<file path="config.mk">
export PLATFORM = sky130hd
export DESIGN_NAME = uart_16550_register_model_core
export DESIGN_NICKNAME = d
export VERILOG_FILES = /design/src/rtl/core/urm_pkg.sv /design/src/rtl/core/uart_16550_register_model_core.sv
export SDC_FILE = /design/constraint.sdc
export NUM_CORES = 1
export LEC_CHECK = 0
export ABC_AREA = 0
export BUFFER_PORTS_ARGS = -buffer_cell sky130_fd_sc_hd__buf_2
export CORE_MARGIN = 3
export CORE_UTILIZATION = 55
export DETAILED_ROUTE_END_ITERATION = 16
export MAX_ROUTING_LAYER = met4
export PLACE_DENSITY = 0.75
export SLEW_MARGIN = 15
export SYNTH_ARGS = -nofsm -noshare
export SYNTH_HDL_FRONTEND = slang
export SYNTH_SLANG_ARGS = --single-unit
</file>
<file path="constraint.sdc">
create_clock -name clk -period 2.6 [get_ports clk]
set_input_delay 0.52 -clock clk [delete_from_list [all_inputs] [get_ports clk]]
set_output_delay 0.52 -clock clk [all_outputs]
set_load 0.1 [all_outputs]
</file>
<file path="src/rtl/core/urm_pkg.sv">
// Package with the shared types and constants of the 16550 UART register model.
`default_nettype none

package urm_pkg;

    // Item actions.
    typedef logic [1:0] action_t;
    localparam action_t ACT_READ   = 2'd0;
    localparam action_t ACT_WRITE  = 2'd1;
    localparam action_t ACT_RECV   = 2'd2;
    localparam action_t ACT_HANGUP = 2'd3;

    // Register offsets within the 8-entry map.
    typedef logic [2:0] offset_t;
    localparam offset_t OFS_RBR_THR = 3'd0;
    localparam offset_t OFS_IER     = 3'd1;
    localparam offset_t OFS_IIR_FCR = 3'd2;
    localparam offset_t OFS_LCR     = 3'd3;
    localparam offset_t OFS_MCR     = 3'd4;
    localparam offset_t OFS_LSR     = 3'd5;
    localparam offset_t OFS_MSR     = 3'd6;
    localparam offset_t OFS_SCR     = 3'd7;

    // Bit positions and fixed register values.
    localparam int unsigned LCR_DLAB_BIT = 7;
    localparam logic [7:0] LSR_FIXED     = 8'h60;
    localparam logic [7:0] MSR_DCD       = 8'h80;
    localparam logic [7:0] IIR_RX_DATA   = 8'h04;
    localparam logic [7:0] IIR_THR_EMPTY = 8'h02;
    localparam logic [7:0] IIR_NONE      = 8'h01;

    // One captured request.
    typedef struct packed {
        action_t    action;
        offset_t    reg_offset;
        logic [7:0] data_byte;
        logic       hangup;
    } request_t;

endpackage

`default_nettype wire

</file>
<file path="src/rtl/core/uart_16550_register_model_core.sv">
// Top level of the 16550 UART register model: request register, register file, result register.
`default_nettype none

// A request is taken at any clock edge where start is high; busy never rises, so one
// request per cycle is sustained. Each request yields exactly one result, shown with
// done high for one cycle that begins at the first clock edge after the request was
// taken: the edge that takes the request loads the request register, and the next one
// updates the register file and loads the result register. The receiver cannot stall,
// so results must be taken as they appear. A read of RBR with DLAB clear empties the
// one-byte receive holder; a byte that arrives while the holder is full overwrites it
// silently.
module uart_16550_register_model_core (
    input  wire               clk,
    input  wire               rst_n,
    input  wire               start,
    output logic              busy,
    input  wire               [1:0] action,
    input  wire               [2:0] reg_offset,
    input  wire               [7:0] data_byte,
    input  wire               hangup,
    output logic              done,
    output logic [7:0]        read_data,
    output logic              tx_valid,
    output logic [7:0]        tx_byte,
    output logic              interrupt
);
    import urm_pkg::*;

    // Request register.
    logic     req_valid_reg;
    request_t req_reg;

    // Register file.
    logic [7:0] lcr_reg, lcr_next;
    logic [7:0] ier_reg, ier_next;
    logic [7:0] fcr_reg, fcr_next;
    logic [7:0] mcr_reg, mcr_next;
    logic [7:0] scr_reg, scr_next;
    logic [7:0] dll_reg, dll_next;
    logic [7:0] dlm_reg, dlm_next;
    logic [7:0] rx_hold_reg, rx_hold_next;
    logic       rx_full_reg, rx_full_next;
    logic       hung_up_reg, hung_up_next;

    // Result register.
    logic       done_reg;
    logic [7:0] read_data_reg, read_data_next;
    logic       tx_valid_reg, tx_valid_next;
    logic [7:0] tx_byte_reg, tx_byte_next;
    logic       irq_reg, irq_next;

    logic dlab;

    assign busy = 1'b0;

    // Capture each request as it is taken.
    always_ff @(posedge clk or negedge rst_n)
    begin
        if (!rst_n)
        begin
            req_valid_reg <= 1'b0;
        end
        else
        begin
            req_valid_reg <= start;
        end
    end

    always_ff @(posedge clk)
    begin
        if (start)
        begin
            req_reg <= '{action: action, reg_offset: reg_offset,
                         data_byte: data_byte, hangup: hangup};
        end
    end

    assign dlab = lcr_reg[LCR_DLAB_BIT];

    // Decode the request against the register file.
    always_comb
    begin
        lcr_next       = lcr_reg;
        ier_next       = ier_reg;
        fcr_next       = fcr_reg;
        mcr_next       = mcr_reg;
        scr_next       = scr_reg;
        dll_next       = dll_reg;
        dlm_next       = dlm_reg;
        rx_hold_next   = rx_hold_reg;
        rx_full_next   = rx_full_reg;
        hung_up_next   = hung_up_reg;
        read_data_next = 8'h00;
        tx_valid_next  = 1'b0;
        tx_byte_next   = 8'h00;

        case (req_reg.action)
            ACT_READ:
            begin
                case (req_reg.reg_offset)
                    OFS_RBR_THR:
                    begin
                        if (dlab)
                        begin
                            read_data_next = dll_reg;
                        end
                        else
                        begin
                            read_data_next = rx_hold_reg;
                            rx_full_next   = 1'b0;
                        end
                    end
                    OFS_IER:     read_data_next = dlab ? dlm_reg : ier_reg;
                    OFS_IIR_FCR:
                    begin
                        if (rx_full_reg && ier_reg[0])
                        begin
                            read_data_next = IIR_RX_DATA;
                        end
                        else if (ier_reg[1])
                        begin
                            read_data_next = IIR_THR_EMPTY;
                        end
                        else
                        begin
                            read_data_next = IIR_NONE;
                        end
                    end
                    OFS_LCR:     read_data_next = lcr_reg;
                    OFS_MCR:     read_data_next = mcr_reg;
                    OFS_LSR:     read_data_next = LSR_FIXED | {7'd0, rx_full_reg};
                    OFS_MSR:     read_data_next = hung_up_reg ? 8'h00 : MSR_DCD;
                    default:     read_data_next = scr_reg;
                endcase
            end
            ACT_WRITE:
            begin
                case (req_reg.reg_offset)
                    OFS_RBR_THR:
                    begin
                        if (dlab)
                        begin
                            dll_next = req_reg.data_byte;
                        end
                        else
                        begin
                            tx_valid_next = 1'b1;
                            tx_byte_next  = req_reg.data_byte;
                        end
                    end
                    OFS_IER:
                    begin
                        if (dlab)
                        begin
                            dlm_next = req_reg.data_byte;
                        end
                        else
                        begin
                            ier_next = req_reg.data_byte;
                        end
                    end
                    OFS_IIR_FCR: fcr_next = req_reg.data_byte;
                    OFS_LCR:     lcr_next = req_reg.data_byte;
                    OFS_MCR:     mcr_next = req_reg.data_byte;
                    OFS_SCR:     scr_next = req_reg.data_byte;
                    default:     ;
                endcase
            end
            ACT_RECV:
            begin
                rx_hold_next = req_reg.data_byte;
                rx_full_next = 1'b1;
            end
            default:
            begin
                hung_up_next = req_reg.hangup;
            end
        endcase

        // Interrupt level follows the updated enables and receive state.
        irq_next = ier_next[1] | (ier_next[0] & rx_full_next);
    end

    // Register file update, once per request.
    always_ff @(posedge clk or negedge rst_n)
    begin
        if (!rst_n)
        begin
            lcr_reg     <= 8'h00;
            ier_reg     <= 8'h00;
            fcr_reg     <= 8'h00;
            mcr_reg     <= 8'h00;
            scr_reg     <= 8'h00;
            dll_reg     <= 8'h00;
            dlm_reg     <= 8'h00;
            rx_hold_reg <= 8'h00;
            rx_full_reg <= 1'b0;
            hung_up_reg <= 1'b0;
        end
        else if (req_valid_reg)
        begin
            lcr_reg     <= lcr_next;
            ier_reg     <= ier_next;
            fcr_reg     <= fcr_next;
            mcr_reg     <= mcr_next;
            scr_reg     <= scr_next;
            dll_reg     <= dll_next;
            dlm_reg     <= dlm_next;
            rx_hold_reg <= rx_hold_next;
            rx_full_reg <= rx_full_next;
            hung_up_reg <= hung_up_next;
        end
    end

    // Result strobe.
    always_ff @(posedge clk or negedge rst_n)
    begin
        if (!rst_n)
        begin
            done_reg <= 1'b0;
        end
        else
        begin
            done_reg <= req_valid_reg;
        end
    end

    // Result payload.
    always_ff @(posedge clk)
    begin
        if (req_valid_reg)
        begin
            read_data_reg <= read_data_next;
            tx_valid_reg  <= tx_valid_next;
            tx_byte_reg   <= tx_byte_next;
            irq_reg       <= irq_next;
        end
    end

    assign done      = done_reg;
    assign read_data = read_data_reg;
    assign tx_valid  = tx_valid_reg;
    assign tx_byte   = tx_byte_reg;
    assign interrupt = irq_reg;

endmodule

`default_nettype wire
</file>
==> results.cfg <==
[run_status]
status = finished, final reports clean

[synthesis]
synthArstFlopShare_pct = 65.2
synth.distinct_cells = 48
yosys_warnings = 0
syn_nets = 283
netlist_instances = 266
synthFlopType = dfrtp_1
postSynthAreaPerCell_um2 = 14.9
synth_edf_count = 32
synth_seq_cells = 92
synth_seq_area_share_pct = 62.2
synthesis.area_um2 = 3960

[final_layout]
fillCellCount = 510
synthToLayoutAreaGrowth_pct = 12.5
largest_register_ffs = 14
final_nets = 327
final_area_um2 = 4460
drive_gt1_share_pct = 42.5
fin_cells = 411
multi_input_area_um2 = 1420
register_area_um2 = 2460
n_antenna_cell = 0

[sta]
finalHoldViolCount = 0
setup_viol = 0
worst_clock_skew_ps = 9.35
tightest_slew_ps = 855
relSlewSlack_pct = 43.0
period_minus_slack_ps = 1960
rsz0062_at_grt = no
final_max_slew_viol_count = 0
fin_tns_setup_ps = 0
timing.fmax_mhz = 510
fin_crit_sh_pct = 75.4

[clock_network]
cts_inserted_buffers = 9
clk_pin_slew_worst_paths_ps = 80
ctsResizeCount = 0
htree_levels = 3
post-cts-setup-buffers = 0
hold_buffers = 0
cts_tree = built
cts_root_buf = clkbuf_8
clockBufferDepth = 2
clk_latency_ps = 360
cts.sinks = 92

[routing]
drtIter0Drc = 167
via_count = 2329
wl_per_cell_um = 18.1
detail_route.vias_per_cell = 5.67
antenna_left = 0
drtPass1Iterations = 4
routed_wl_um = 7450
drc = 0

[worst_setup_path]
cpMaxStageDelayCell = dfrtp_1
critPathMaxStageDelay_ps = 620
crit_type = flip-flop to flip-flop
path_delay_family = flip-flops
worstPathBufferInverterCount = 1
cp-start-kind = flip-flop
critPathLaunch = lcr_reg[7]
cp_data_required_time_ps = 2710
critPathArrivalTime_ps = 2080
crit_chain = buf_4, mux4_2, a221oi_1, nor3_1
worstSetupEndpointType = flip-flop
path_max_fanout = 9
r2r-start = lcr_reg[7]

[placed_design]
portBuffers = 35
place_hpwl_um = 5230
placed_area_um2 = 4250
dp_cells = 395
place.gp.congestion = 0.887

[power_and_ir_drop]
pwr-share-comb_pct = 19.5
p_int_mw = 2.54
power.leakage_nw = 1.93
pwr_density_cell_nw_per_um2 = 800
p_seq_share_pct = 53.9
total_power_mw = 3.56
p_switching_mw = 1.02
clock_power_share_pct = 26.6
p_sw_share_pct = 28.6
vdd_drop_max_uv = 424

[die]
die_area_um2 = 8250
core.rowCount = 30
die_height_um = 90.8
start_util_pct = 57.6
boundaryPins = 37
core_area_um2 = 6870
die_x_um = 90.8

[flow_run]
maxCapViolations = 0

[min_path]
worstHoldPathType = input pin to async pin

[global_route]
grt_pass1_wl_um = 12600
grt_max_degree = 38
grt_usage_pct = 20.5
antenna_found_initial = 0
grt_pass1_vias = 2392
overflow = 0
==> cell type report <==
class | instances | share of cell area, %
Clock buffer | 16 | 4.52
Inverter | 5 | 0.421
Multi-Input combinational cell | 159 | 31.8
Sequential cell | 92 | 55.3
Tap cell | 96 | 2.70
Timing Repair Buffer | 43 | 5.28
==> power groups by stage <==
| stage | logic, mW | clock network, mW | registers (mW) |
|---|---|---|---|
| floorplan | 0.424 | 0 | 2.04 |
| global placement | 0.682 | 0 | 1.94 |
| detailed placement | 0.696 | 0 | 1.95 |
| CTS | 0.698 | 0.968 | 1.92 |
| global route | 0.753 | 1.04 | 1.95 |
| finish | 0.694 | 0.948 | 1.92 |
==> path summary, 6_finish.rpt <==
| path | end | slack [ps] | depth (start not counted) |
|---|---|---|---|
| worst max-delay path | read_data[3] | 640 | 4 |
| worst min-delay path | lcr_reg[3] | 260 | 1 |
| worst max register to register | read_data[3] | 640 | 4 |
| worst min register to register | hung_up_reg | 500 | 1 |
| max in group asynchronous | mcr_reg[0] | 1620 | 2 |
| min in group clk | req_reg[3] | 330 | 1 |
==> worst register-to-register path, stage by stage (launching register included) <==
cell and delay [ps]:
dfrtp_1 620, buf_4 230, mux4_2 500, a221oi_1 290
nor3_1 80
==> cells by family (layout without fill, tap and decap cells) <==
family,count (synthesis),in the layout,share of synthesized area [%]
flops,92,92,62.2
buf+inv,15,64,1.99
mux,72,72,20.8
compound gates,42,42,7.43
simple gates,44,44,7.46
other cells,1,1,0.0947
==> synth_stat cells (3+ instances only) <==
cell / number / area (um2)
nand3_1: 3 / 15.0
dfrtp_1: 60 / 1500
and2_1: 8 / 50.1
mux2i_1: 7 / 70.1
clkbuf_1: 3 / 11.3
a221oi_1: 5 / 43.8
inv_1: 4 / 15.0
o21ai_0: 12 / 60.1
buf_4: 3 / 22.5
a21oi_1: 7 / 35.0
mux2_2: 63 / 709
buf_2: 3 / 15.0
edfxtp_1: 32 / 961
nor3_1: 3 / 15.0
nor2_1: 7 / 26.3
nand2_1: 8 / 30.0
==> layout by cell type (no fill, tap or decap), drive strengths merged, types with 2 or more instances in the layout <==
cell	instances
a211oi	2
a21oi	7
a221oi	5
a32oi	2
and2	8
buf	43
clkbuf	16
dfrtp	60
edfxtp	32
inv	4
mux2	63
mux2i	7
mux4	2
nand2	9
nand2b	3
nand3	4
nand3b	2
nor2	8
nor3	5
o21ai	12
o311ai	2
==> stage by stage <==
| step | utilization, % | hold WS [ps] | setup WS [ps] |
|---|---|---|---|
| final | 64.9 | 261 | 638 |
| after global routing | 64.9 | 313 | 464 |
| after CTS | 64.9 | 280 | 654 |
| after detailed placement | 61.9 | 488 | 669 |
| after global placement | 61.9 | 460 | 661 |
| after floorplan | - | 224 | 672 |
==> routing by layer <==
layer / vias up / wire, um / track usage (%) / part of all wire, %
li1: 1082 / - / - / -
met1: 1156 / 3430 / 28.3 / 46
met2: 79 / 3480 / 29.8 / 47
met3: 12 / 423 / 4.83 / 5.7
met4: 0 / 118 / 7.91 / 1.6
met5: - / 0 / - / 0
Power figures use the tool's default switching activity.
